--- config.mk ---
export PLATFORM = sky130hd
export DESIGN_NAME = sq8qd_front
export DESIGN_NICKNAME = d
export VERILOG_FILES = /design/src/hw/rtl/sq8qd_pkg.sv /design/src/hw/rtl/sq8qd_front.sv
export SDC_FILE = /design/constraint.sdc
export NUM_CORES = 1
export LEC_CHECK = 0
export BUFFER_PORTS_ARGS = -buffer_cell sky130_fd_sc_hd__clkbuf_2
export CORE_MARGIN = 1
export CORE_UTILIZATION = 45
export CTS_CLUSTER_DIAMETER = 50
export DETAILED_ROUTE_END_ITERATION = 10
export PLACE_DENSITY = 0.78
export SLEW_MARGIN = 20
export SYNTH_ARGS = -nofsm -noshare
export SYNTH_HDL_FRONTEND = slang
export SYNTH_SLANG_ARGS = --single-unit
export TNS_END_PERCENT = 10
--- constraint.sdc ---
create_clock -name clk -period 1.8 [get_ports clk]
set_input_delay 0.45 -clock clk [delete_from_list [all_inputs] [get_ports clk]]
set_output_delay 0.45 -clock clk [all_outputs]
set_load 0.05 [all_outputs]
--- src/hw/rtl/sq8qd_pkg.sv ---
`timescale 1ns / 1ps
package sq8qd_pkg;

	localparam int MAX_DIM   = 4096;
	localparam int CNT_W     = 17;
	localparam int ACC_W     = 49;
	localparam int SCORE_W   = 54;
	localparam int QDEPTH    = 4;
	localparam int ODEPTH    = 2;
	localparam int CFG_W     = 28;
	localparam int CFG_IDX_W = 3;

	// ceil(2^32 / 255); exact floor division for every code * range product
	localparam logic [24:0] RECIP_255 = 25'd16843010;

	typedef enum logic [CFG_IDX_W-1:0] {
		CFG_MODE  = 3'd0,
		CFG_MIN   = 3'd1,
		CFG_MAX   = 3'd2,
		CFG_SCALE = 3'd3,
		CFG_QSUM  = 3'd4
	} cfg_idx_t;

	typedef struct packed {
		logic signed [15:0] query_element;
		logic [7:0]         code;
		logic               last;
	} item_t;

	typedef struct packed {
		logic signed [SCORE_W-1:0] score;
		logic                      overflow;
	} result_t;

	typedef struct packed {
		item_t item;
		logic  skip;
		logic  ovf;
	} entry_t;

	typedef struct packed {
		logic               metric_mode;
		logic signed [15:0] min_value;
		logic signed [15:0] max_value;
		logic [23:0]        dot_scale;
		logic signed [27:0] query_sum;
	} cfg_t;

	typedef struct packed {
		logic busy;
		logic push;
	} back_status_t;

endpackage

--- src/hw/rtl/sq8qd_front.sv ---
`timescale 1ns / 1ps
module sq8qd_front (
	input  logic             clk,
	input  logic             arst_n,
	input  logic             push,
	input  logic             q_full,
	input  sq8qd_pkg::item_t item,
	output logic             full,
	output logic             wr,
	output sq8qd_pkg::entry_t entry
);
	import sq8qd_pkg::*;

	logic [CNT_W-1:0] count_q;
	logic             ovf_q;
	logic             skip;

	assign full = q_full;
	assign wr   = push && !q_full;
	// past the dimension limit an element is counted out but still passed on for its last marker
	assign skip = (count_q >= CNT_W'(MAX_DIM));

	always_comb begin
		entry.item = item;
		entry.skip = skip;
		entry.ovf  = ovf_q | skip;
	end

	always_ff @(posedge clk or negedge arst_n) begin
		if (!arst_n) begin
			count_q <= '0;
			ovf_q   <= 1'b0;
		end else if (wr) begin
			if (item.last) begin
				count_q <= '0;
				ovf_q   <= 1'b0;
			end else begin
				if (!skip) begin
					count_q <= count_q + CNT_W'(1);
				end
				ovf_q <= ovf_q | skip;
			end
		end
	end

endmodule

==> results.sh <==
export IMPL_clk_latency_ns=0.30
export IMPL_slew_headroom_pct=69.7
export IMPL_ys_ff_latch=18
export IMPL_hpwl_um=1410
export IMPL_ys_top_cells_by_count="buf_4, dfrtp_1, nand2_1"
export IMPL_synth_area_leaders="dfrtp_1, buf_4, o31ai_1, nand3_1, nand2_1"
export IMPL_hp_class="in2async"
export IMPL_setup_violations=2
export IMPL_required_ns=1.35
export IMPL_cts_htree_levels=1
export IMPL_synth_top_area_share_pct=39.0
export IMPL_setup_tns_final_ns=-0.196
export IMPL_final_min_clock_period_ns=1.91
export IMPL_hold_buffers=0
export IMPL_cts_tree="yes"
export IMPL_root_buffer="clkbuf_4"
export IMPL_globalRouteMet3Util_pct=4.93
export IMPL_setup_ws_ns=-0.105
export IMPL_hold_violations=0
export IMPL_critPathKind="reg2out"
export IMPL_cts_sinks=18
export IMPL_finalCritPeriodShare_pct=106
export IMPL_grt_max_degree=19
export IMPL_grt_pass1_vias=764
export IMPL_ff2ff_path_depth=6
export IMPL_violations="setup timing"
export IMPL_crit_family="simple AND/OR/NAND/NOR gates"
export IMPL_wl_per_cell_um=15.5
export IMPL_start_kind="flop"
export IMPL_path_clk_slew_ns=0.10
export IMPL_io_buffers=9
export IMPL_die_area_um2=2770
export IMPL_busiest_layer="met2"
export IMPL_grt_pass1_wl_um=3240
export IMPL_crit_buf_inv=1
export IMPL_area_growth_pct=-0.434
export IMPL_timing_fmax_mhz=525
export IMPL_grt_ovfl_total=0
export IMPL_irDropWorstVdd_mv=0.375
export IMPL_place_inst=137
export IMPL_yosysSeqAreaShare_pct=39.0
export IMPL_diodes=0
export IMPL_status="complete, but fails checks"
export IMPL_grtUsageMet1_pct=19.5
export IMPL_design_area_um2=1150
export IMPL_fin_hold_ws_ns=0.0797
export IMPL_fp_dieW_um=52.6
export IMPL_slew_violations=0
export IMPL_crit_path_max_fanout=3
export IMPL_start_util_pct=49.8
export IMPL_wl_um=2200
export IMPL_synth_nets=157
export IMPL_r2r_slack_ns=0.05
export IMPL_num_io_pins=58
export IMPL_core_um2=2320
export IMPL_cts_path_max_buffers=2
export IMPL_layout_cells_non_filler=142
export IMPL_antenna_found_initial=0
export IMPL_p_leak_nw=0.540
export IMPL_synth_cell_types=34
export IMPL_synth_ff_type="dfrtp_1"
export IMPL_async_flop_share_pct=100
export IMPL_placed_cell_area_um2=1050
export IMPL_fin_nets=146
export IMPL_yosys_area_top_type="dfrtp_1"
export IMPL_grt_use_total_pct=16.1
export IMPL_cp_data_arrival_time_ns=1.46
export IMPL_post_drt_via_cell_ratio=6.03
export IMPL_slowest_stage="dfrtp_1"
export IMPL_numCtsBuffers=3
export IMPL_rr_startpoint="count_q[16]$_DFFE_PN0P_"
export IMPL_clock_skew_ns=0.00876
export IMPL_p_per_area_nw_per_um2=721
export IMPL_synth_cells=126
export IMPL_endpoint_kind="primary output"
export IMPL_die_h_um=52.6
export IMPL_timing_rr_end="count_q[10]$_DFFE_PN0P_"
export IMPL_drv_cap=0
export IMPL_syn_avg_cell_area_um2=9.16
export IMPL_drt_first_iter_violations=25
export IMPL_gp_congestion=0.813
export IMPL_slowest_delay_ns=0.41
export IMPL_synth_most_common_cell="buf_4"
export IMPL_rsz0062_at_grt="yes"
export IMPL_drive_gt1_share_pct=22.8
export IMPL_grtUsageMet2_pct=24.7
export IMPL_syn_area_um2=1150
export IMPL_drc=0
export IMPL_first_pass_iters=5
export IMPL_ys_warn_count=0
export IMPL_crit_chain="nor4_4 > nor2b_4 > nand2b_1 > buf_8"
export IMPL_synth_edf_count=0
export IMPL_rows=17
export IMPL_worstMarginPinSlew_ns=0.455
export IMPL_via_count=856
export IMPL_postRouteAntennaNets=0
cells in the final DEF, fill, tap and decap left out, drive strengths merged, types with 2 or more instances in the layout:
cell type and instances:
ha 2, nand2 9, nand3 8, o21ai 6, and4 2, o311ai 3, nor2 2, inv 5
or3 2, a31oi 3, dfrtp 18, nand4 3, nand2b 2, nor2b 2, buf 9, and2 5
clkbuf 11, a21oi 3, o31ai 6
sequential cells by signal, summed over array words and instances (netlist names):
signal	flops
ovf_q	1
count_q	17
per-stage QoR:
stage	utilization, %	total power [mW]	setup slack [ns]
global route	49.5	0.865	-0.190
floorplan	-	0.685	0.0614
finish	49.5	0.829	-0.105
global placement	45.2	0.572	0.0883
CTS	47.9	0.820	-0.141
detailed placement	45.2	0.578	0.0711
metal layers:
layer / vias up / routed length [um]
li1: 399 / -
met1: 394 / 913
met2: 43 / 1020
met3: 20 / 167
met4: 0 / 96
met5: - / 0
how the worst max path moves through the flow:
stage | from | end | slack (ns) | depth (start not counted)
finish | count_q[16]$_DFFE_PN0P_ | entry[0] | -0.11 | 4
global route | count_q[16]$_DFFE_PN0P_ | entry[0] | -0.19 | 4
CTS | count_q[16]$_DFFE_PN0P_ | entry[1] | -0.14 | 4
detailed placement | item[0] | count_q[11]$_DFFE_PN0P_ | 0.07 | 5
global placement | item[0] | count_q[11]$_DFFE_PN0P_ | 0.09 | 5
floorplan | count_q[12]$_DFFE_PN0P_ | entry[0] | 0.06 | 3
cells by family (layout without fill, tap and decap cells):
| group | after synthesis | count (layout) | synth area share [%] |
|---|---|---|---|
| adder cells (fa/ha/maj) | 2 | 2 | 2.17 |
| AO/OA/AOI/OAI | 28 | 28 | 16.7 |
| flip-flops | 18 | 18 | 39.0 |
| buffers and inverters | 37 | 25 | 21.7 |
| AND/OR/NAND/NOR | 41 | 41 | 20.4 |
report_power, final:
part	internal, mW	switching [mW]
clock	0.123	0.123
sequential	0.429	0.0317
combinational	0.0459	0.0753
final cells by class:
cell class | count | area [um^2]
flip-flops and latches | 18 | 450
repair buffers | 16 | 121
fillers | 213 | 1170
well taps | 28 | 35.0
multi-input cells | 71 | 487
inverters | 5 | 18.8
clock buffers | 4 | 36.3
worst reg2reg max path: stages (launching register included):
cell and delay, ns:
dfrtp_1 0.41, nor4_4 0.31, buf_4 0.16, buf_6 0.14, nand4_1 0.17, o31ai_1 0.34
a31o_2 0.17
what timing repair did:
action / CTS / global route
buffers inserted: 1 / 0
cloned: 0 / 0
endpoints found under the setup margin: 2 / 5
resized for setup: 5 / 10
pin swaps: 1 / 0
Note: power is estimated with default switching activity, not from simulation.
