File: src/hw/rtl/sq8qd_pkg.sv
`timescale 1ns / 1ps
package sq8qd_pkg;

	localparam int MAX_DIM   = 4096;
	localparam int CNT_W     = 17;
	localparam int ACC_W     = 49;
	localparam int SCORE_W   = 54;
	localparam int QDEPTH    = 4;
	localparam int ODEPTH    = 2;
	localparam int CFG_W     = 28;
	localparam int CFG_IDX_W = 3;

	// ceil(2^32 / 255); exact floor division for every code * range product
	localparam logic [24:0] RECIP_255 = 25'd16843010;

	typedef enum logic [CFG_IDX_W-1:0] {
		CFG_MODE  = 3'd0,
		CFG_MIN   = 3'd1,
		CFG_MAX   = 3'd2,
		CFG_SCALE = 3'd3,
		CFG_QSUM  = 3'd4
	} cfg_idx_t;

	typedef struct packed {
		logic signed [15:0] query_element;
		logic [7:0]         code;
		logic               last;
	} item_t;

	typedef struct packed {
		logic signed [SCORE_W-1:0] score;
		logic                      overflow;
	} result_t;

	typedef struct packed {
		item_t item;
		logic  skip;
		logic  ovf;
	} entry_t;

	typedef struct packed {
		logic               metric_mode;
		logic signed [15:0] min_value;
		logic signed [15:0] max_value;
		logic [23:0]        dot_scale;
		logic signed [27:0] query_sum;
	} cfg_t;

	typedef struct packed {
		logic busy;
		logic push;
	} back_status_t;

endpackage

File: src/hw/rtl/sq8qd_queue.sv
`timescale 1ns / 1ps
module sq8qd_queue (
	input  logic              clk,
	input  logic              arst_n,
	input  logic              wr,
	input  sq8qd_pkg::entry_t wdata,
	output logic              full,
	input  logic              rd,
	output sq8qd_pkg::entry_t rdata,
	output logic              nonempty
);
	import sq8qd_pkg::*;

	localparam int A_W = $clog2(QDEPTH);

	entry_t         mem_q [QDEPTH];
	logic [A_W-1:0] wptr_q;
	logic [A_W-1:0] rptr_q;
	logic [A_W:0]   cnt_q;

	assign full     = (cnt_q == (A_W+1)'(QDEPTH));
	assign nonempty = (cnt_q != '0);
	assign rdata    = mem_q[rptr_q];

	always_ff @(posedge clk) begin
		if (wr) begin
			mem_q[wptr_q] <= wdata;
		end
	end

	always_ff @(posedge clk or negedge arst_n) begin
		if (!arst_n) begin
			wptr_q <= '0;
			rptr_q <= '0;
			cnt_q  <= '0;
		end else begin
			if (wr) begin
				wptr_q <= wptr_q + A_W'(1);
			end
			if (rd) begin
				rptr_q <= rptr_q + A_W'(1);
			end
			case ({wr, rd})
				2'b10:   cnt_q <= cnt_q + (A_W+1)'(1);
				2'b01:   cnt_q <= cnt_q - (A_W+1)'(1);
				default: cnt_q <= cnt_q;
			endcase
		end
	end

endmodule

File: config.mk
export PLATFORM = sky130hd
export DESIGN_NAME = sq8qd_queue
export DESIGN_NICKNAME = d
export VERILOG_FILES = /design/src/hw/rtl/sq8qd_pkg.sv /design/src/hw/rtl/sq8qd_queue.sv
export SDC_FILE = /design/constraint.sdc
export NUM_CORES = 1
export LEC_CHECK = 0
export BUFFER_PORTS_ARGS = -buffer_cell sky130_fd_sc_hd__buf_2
export CAP_MARGIN = 20
export CELL_PAD_IN_SITES_DETAIL_PLACEMENT = 1
export CELL_PAD_IN_SITES_GLOBAL_PLACEMENT = 2
export CORE_ASPECT_RATIO = 0.8
export CORE_MARGIN = 1
export CORE_UTILIZATION = 44
export DETAILED_ROUTE_END_ITERATION = 16
export PLACE_DENSITY = 0.74
export SYNTH_ARGS = -nofsm -noshare
export SYNTH_HDL_FRONTEND = slang
export SYNTH_SLANG_ARGS = --single-unit
export TNS_END_PERCENT = 5
File: constraint.sdc
create_clock -name clk -period 2 [get_ports clk]
set_input_delay 0.2 -clock clk [delete_from_list [all_inputs] [get_ports clk]]
set_output_delay 0.2 -clock clk [all_outputs]
set_load 0.02 [all_outputs]
==> key figures <==
Logic synthesis
  – #FFs+latches synth: between 100 and 150
  – Synth top area cells: edfxtp_1, mux4_2, dfrtp_1
  – Syn Inst Count: ~170
  – Synth cell count leaders: edfxtp_1, mux4_2, dfrtp_1
  – Synthesized area: between 0.004 and 0.005 mm²
  – Dominant cell type by area after synthesis: edfxtp_1
  – Post-synth top area share: ~75%
  – Ys Warns: 0
  – Most common cell in the netlist: edfxtp_1
  – Asr flop ratio synth: 6.087%
  – Yosys cell types: 20
  – Number of synthesized flops with an enable pin: 108
  – Synth Area per Inst: roughly 25 µm²
  – Mapped Nets: around 210
  – Sequential fraction of the synthesis area: around 80%
  – Dominant synthesized flop cell: edfxtp_1

Critical path
  – Critical Path, Cell by Cell: clkbuf_16 > mux4_2 > buf_2
  – Worst-path fanout max: 9
  – Nature of the critical path startpoint: flip-flop
  – WP buf/inv: 2
  – Top delay family on crit path: multiplexers
  – Crit end category: primary output
  – Crit path arrival time: between 1.5 and 2 ns
  – Path type of the worst setup path: reg2out
  – Slowest stage cell on the critical path: mux4_2
  – CP peak stage delay: 0.50 ns
  – Critical path required time: ~1.8 ns

Clock network
  – Clk sinks: approximately 120
  – Clock latency on the worst-skew pair: roughly 0.40 ns
  – TritonCTS Buffers: 17
  – H-tree depth: 4
  – Clk pin slew, worst setup/hold paths: around 0.05 ns
  – CTS tree: yes
  – Bufs on Longest Clock Path: 2
  – Root buf cell: clkbuf_16

Route
  – Post-DRT Antenna Nets: 0
  – DRT Pass-1 Iters: 4
  – Vias: approximately 2000
  – WL/cell: roughly 19 µm
  – Drt drc: 0
  – WL final: 7549 µm
  – Post-DR vias/cell: approximately 5
  – Initial drt markers: 125

Timing
  – Fmax: just over 500 MHz
  – RSZ-0062 raised after global routing: true
  – Final setup margin: between 0.03 and 0.04 ns
  – Measured slew at the worst slew-check pin: between 0.3 and 0.4 ns
  – Period utilization: 98.07%
  – Pins Over Slew Limit: 0
  – Final clock skew: about 0.0062 ns
  – Worst slew margin: approximately three quarters
  – Crit path time final: 1.961 ns
  – Final setup viols: 0
  – Fin. Hold Viols: 0

Layout
  – Area Overhead vs Synth: 26.30%
  – Fillers: 797
  – Area occupied by multi-input gates: just over 800 µm²
  – Seq. cell area: about 0.0034 mm²
  – # diodes: 0
  – Non-filler cells in the finished layout: around 390
  – Net count, final: approximately 300
  – Layout cells sized above 1: a little under half
  – Final core occ: about three fifths

Die
  – Die footprint: approximately 0.01 mm²
  – FP Rows: 31
  – Die Y: 90.39 µm
  – Initial Util: between 40% and 50%
  – Core Area: 0.009270 mm²
  – I/O Pins: 60
  – Die width: about 110 µm

Power and ir drop
  – Peak VDD IR: 965.2 µV
  – Pwr dens: approximately 1600 mW/mm²
  – Lkg Pwr: approximately 2 nW
  – Total Power: 0.008713 W

Hold path
  – Worst min-delay path category: in2reg

Global route
  – Number of global-route vias before repair: between 2000 and 2500
  – First-pass GRT wire length: about 12000 µm
  – GRT overflow: 0
  – Pin count of the biggest net entering global routing: 23
  – Tot GR Track Use: around 17%
  – Initial antenna violation count: 0

Placement
  – Placed cells: 354
  – Final GP Congestion: 0.6725
  – HPWL after DPL: 4821 µm
  – Worst slack, placed: 0.3469 ns
  – PortBufs: slightly below 60

Flow run
  – Maxcap violations: 0

Status
  – Status: complete, no violations
-- registers in the layout, summed over array words and instances (netlist names) --
name / cells
mem_q: 108
cnt_q: 3
rptr_q: 2
wptr_q: 2
-- logic make-up (layout without fill, tap and decap cells) --
group	Yosys count	after routing	synth area share [%]
buf+inv	9	113	1.514
fa+ha+maj	6	6	1.922
simple gates	9	9	1.165
xor+xnor	6	6	1.223
mux	28	28	14.50
compound gates	1	1	0.1164
flops	115	115	79.56
-- path summary, 6_finish.rpt --
check                                      start                     end  slack [ns]  cells past startpoint
min in group asynchronous                 arst_n   wptr_q[1]$_DFFE_PN0P_        0.17                      2
max in group asynchronous                 arst_n   rptr_q[0]$_DFFE_PN0P_        1.64                      2
min reg2reg                 cnt_q[2]$_DFFE_PN0P_    cnt_q[2]$_DFFE_PN0P_        0.49                      1
max                        rptr_q[0]$_DFFE_PN0P_               rdata[25]        0.04                      3
min                                    wdata[24]  mem_q[0][24]$_DFFE_PP_        0.01                      1
max reg2reg                wptr_q[1]$_DFFE_PN0P_   mem_q[0][6]$_DFFE_PP_        0.50                      4
-- routing by layer --
metal,up-vias,GRT usage [%],share of wire [%]
li1,909,-,-
met1,1042,19.27,42
met2,49,27.95,53
met3,6,5.839,4.1
met4,0,7.333,0.86
met5,-,0,0
-- layout by cell type, fill, tap and decap left out, drive strengths merged, types with 2 or more instances in the layout --
| master | count |
|---|---|
| edfxtp | 108 |
| buf | 74 |
| mux4 | 27 |
| clkbuf | 20 |
| clkinv | 8 |
| dfrtp | 7 |
| ha | 5 |
| and2 | 4 |
| inv | 3 |
| xnor2 | 3 |
| xor2 | 3 |
| clkinvlp | 3 |
| dlygate4sd3 | 3 |
| nand2 | 2 |
| bufinv | 2 |
-- metrics by stage --
stage | area [µm²] | TNS (ns) | hold slack [ns]
after floorplan | 4297 | 0 | -0.09559
after global placement | 4786 | 0 | 0.05374
after detailed placement | 4786 | 0 | 0.04986
after CTS | 5389 | 0 | 0.0007592
after global routing | 5426 | -0.1752 | 0.008269
final | 5426 | 0 | 0.01373
-- power by group --
| part | leakage [nW] | switching, W | internal [W] | total [W] |
|---|---|---|---|---|
| clock network | 0.262 | 0.000960 | 0.00180 | 0.00276 |
| registers | 1.07 | 0.000177 | 0.00317 | 0.00335 |
| logic | 0.622 | 0.00142 | 0.00119 | 0.00261 |
-- timing repair --
item	4_1_cts	5_1_grt
gates cloned	0	1
gates resized for setup	0	6
setup buffers	3	0
endpoints found under the hold margin	14	0
hold buffers	3	0
setup endpoints to repair	22	14
-- cell type report --
class                           instances  share of cell area, %
Timing Repair Buffer                   78                  9.062
Sequential cell                       115                  63.02
Clock buffer                           19                  7.978
Clock inverter                         13                  2.167
Multi-Input combinational cell         50                  14.92
Inverter                                3                 0.2075
Tap cell                              115                  2.652
No activity file was read; power rests on OpenSTA's default activity.
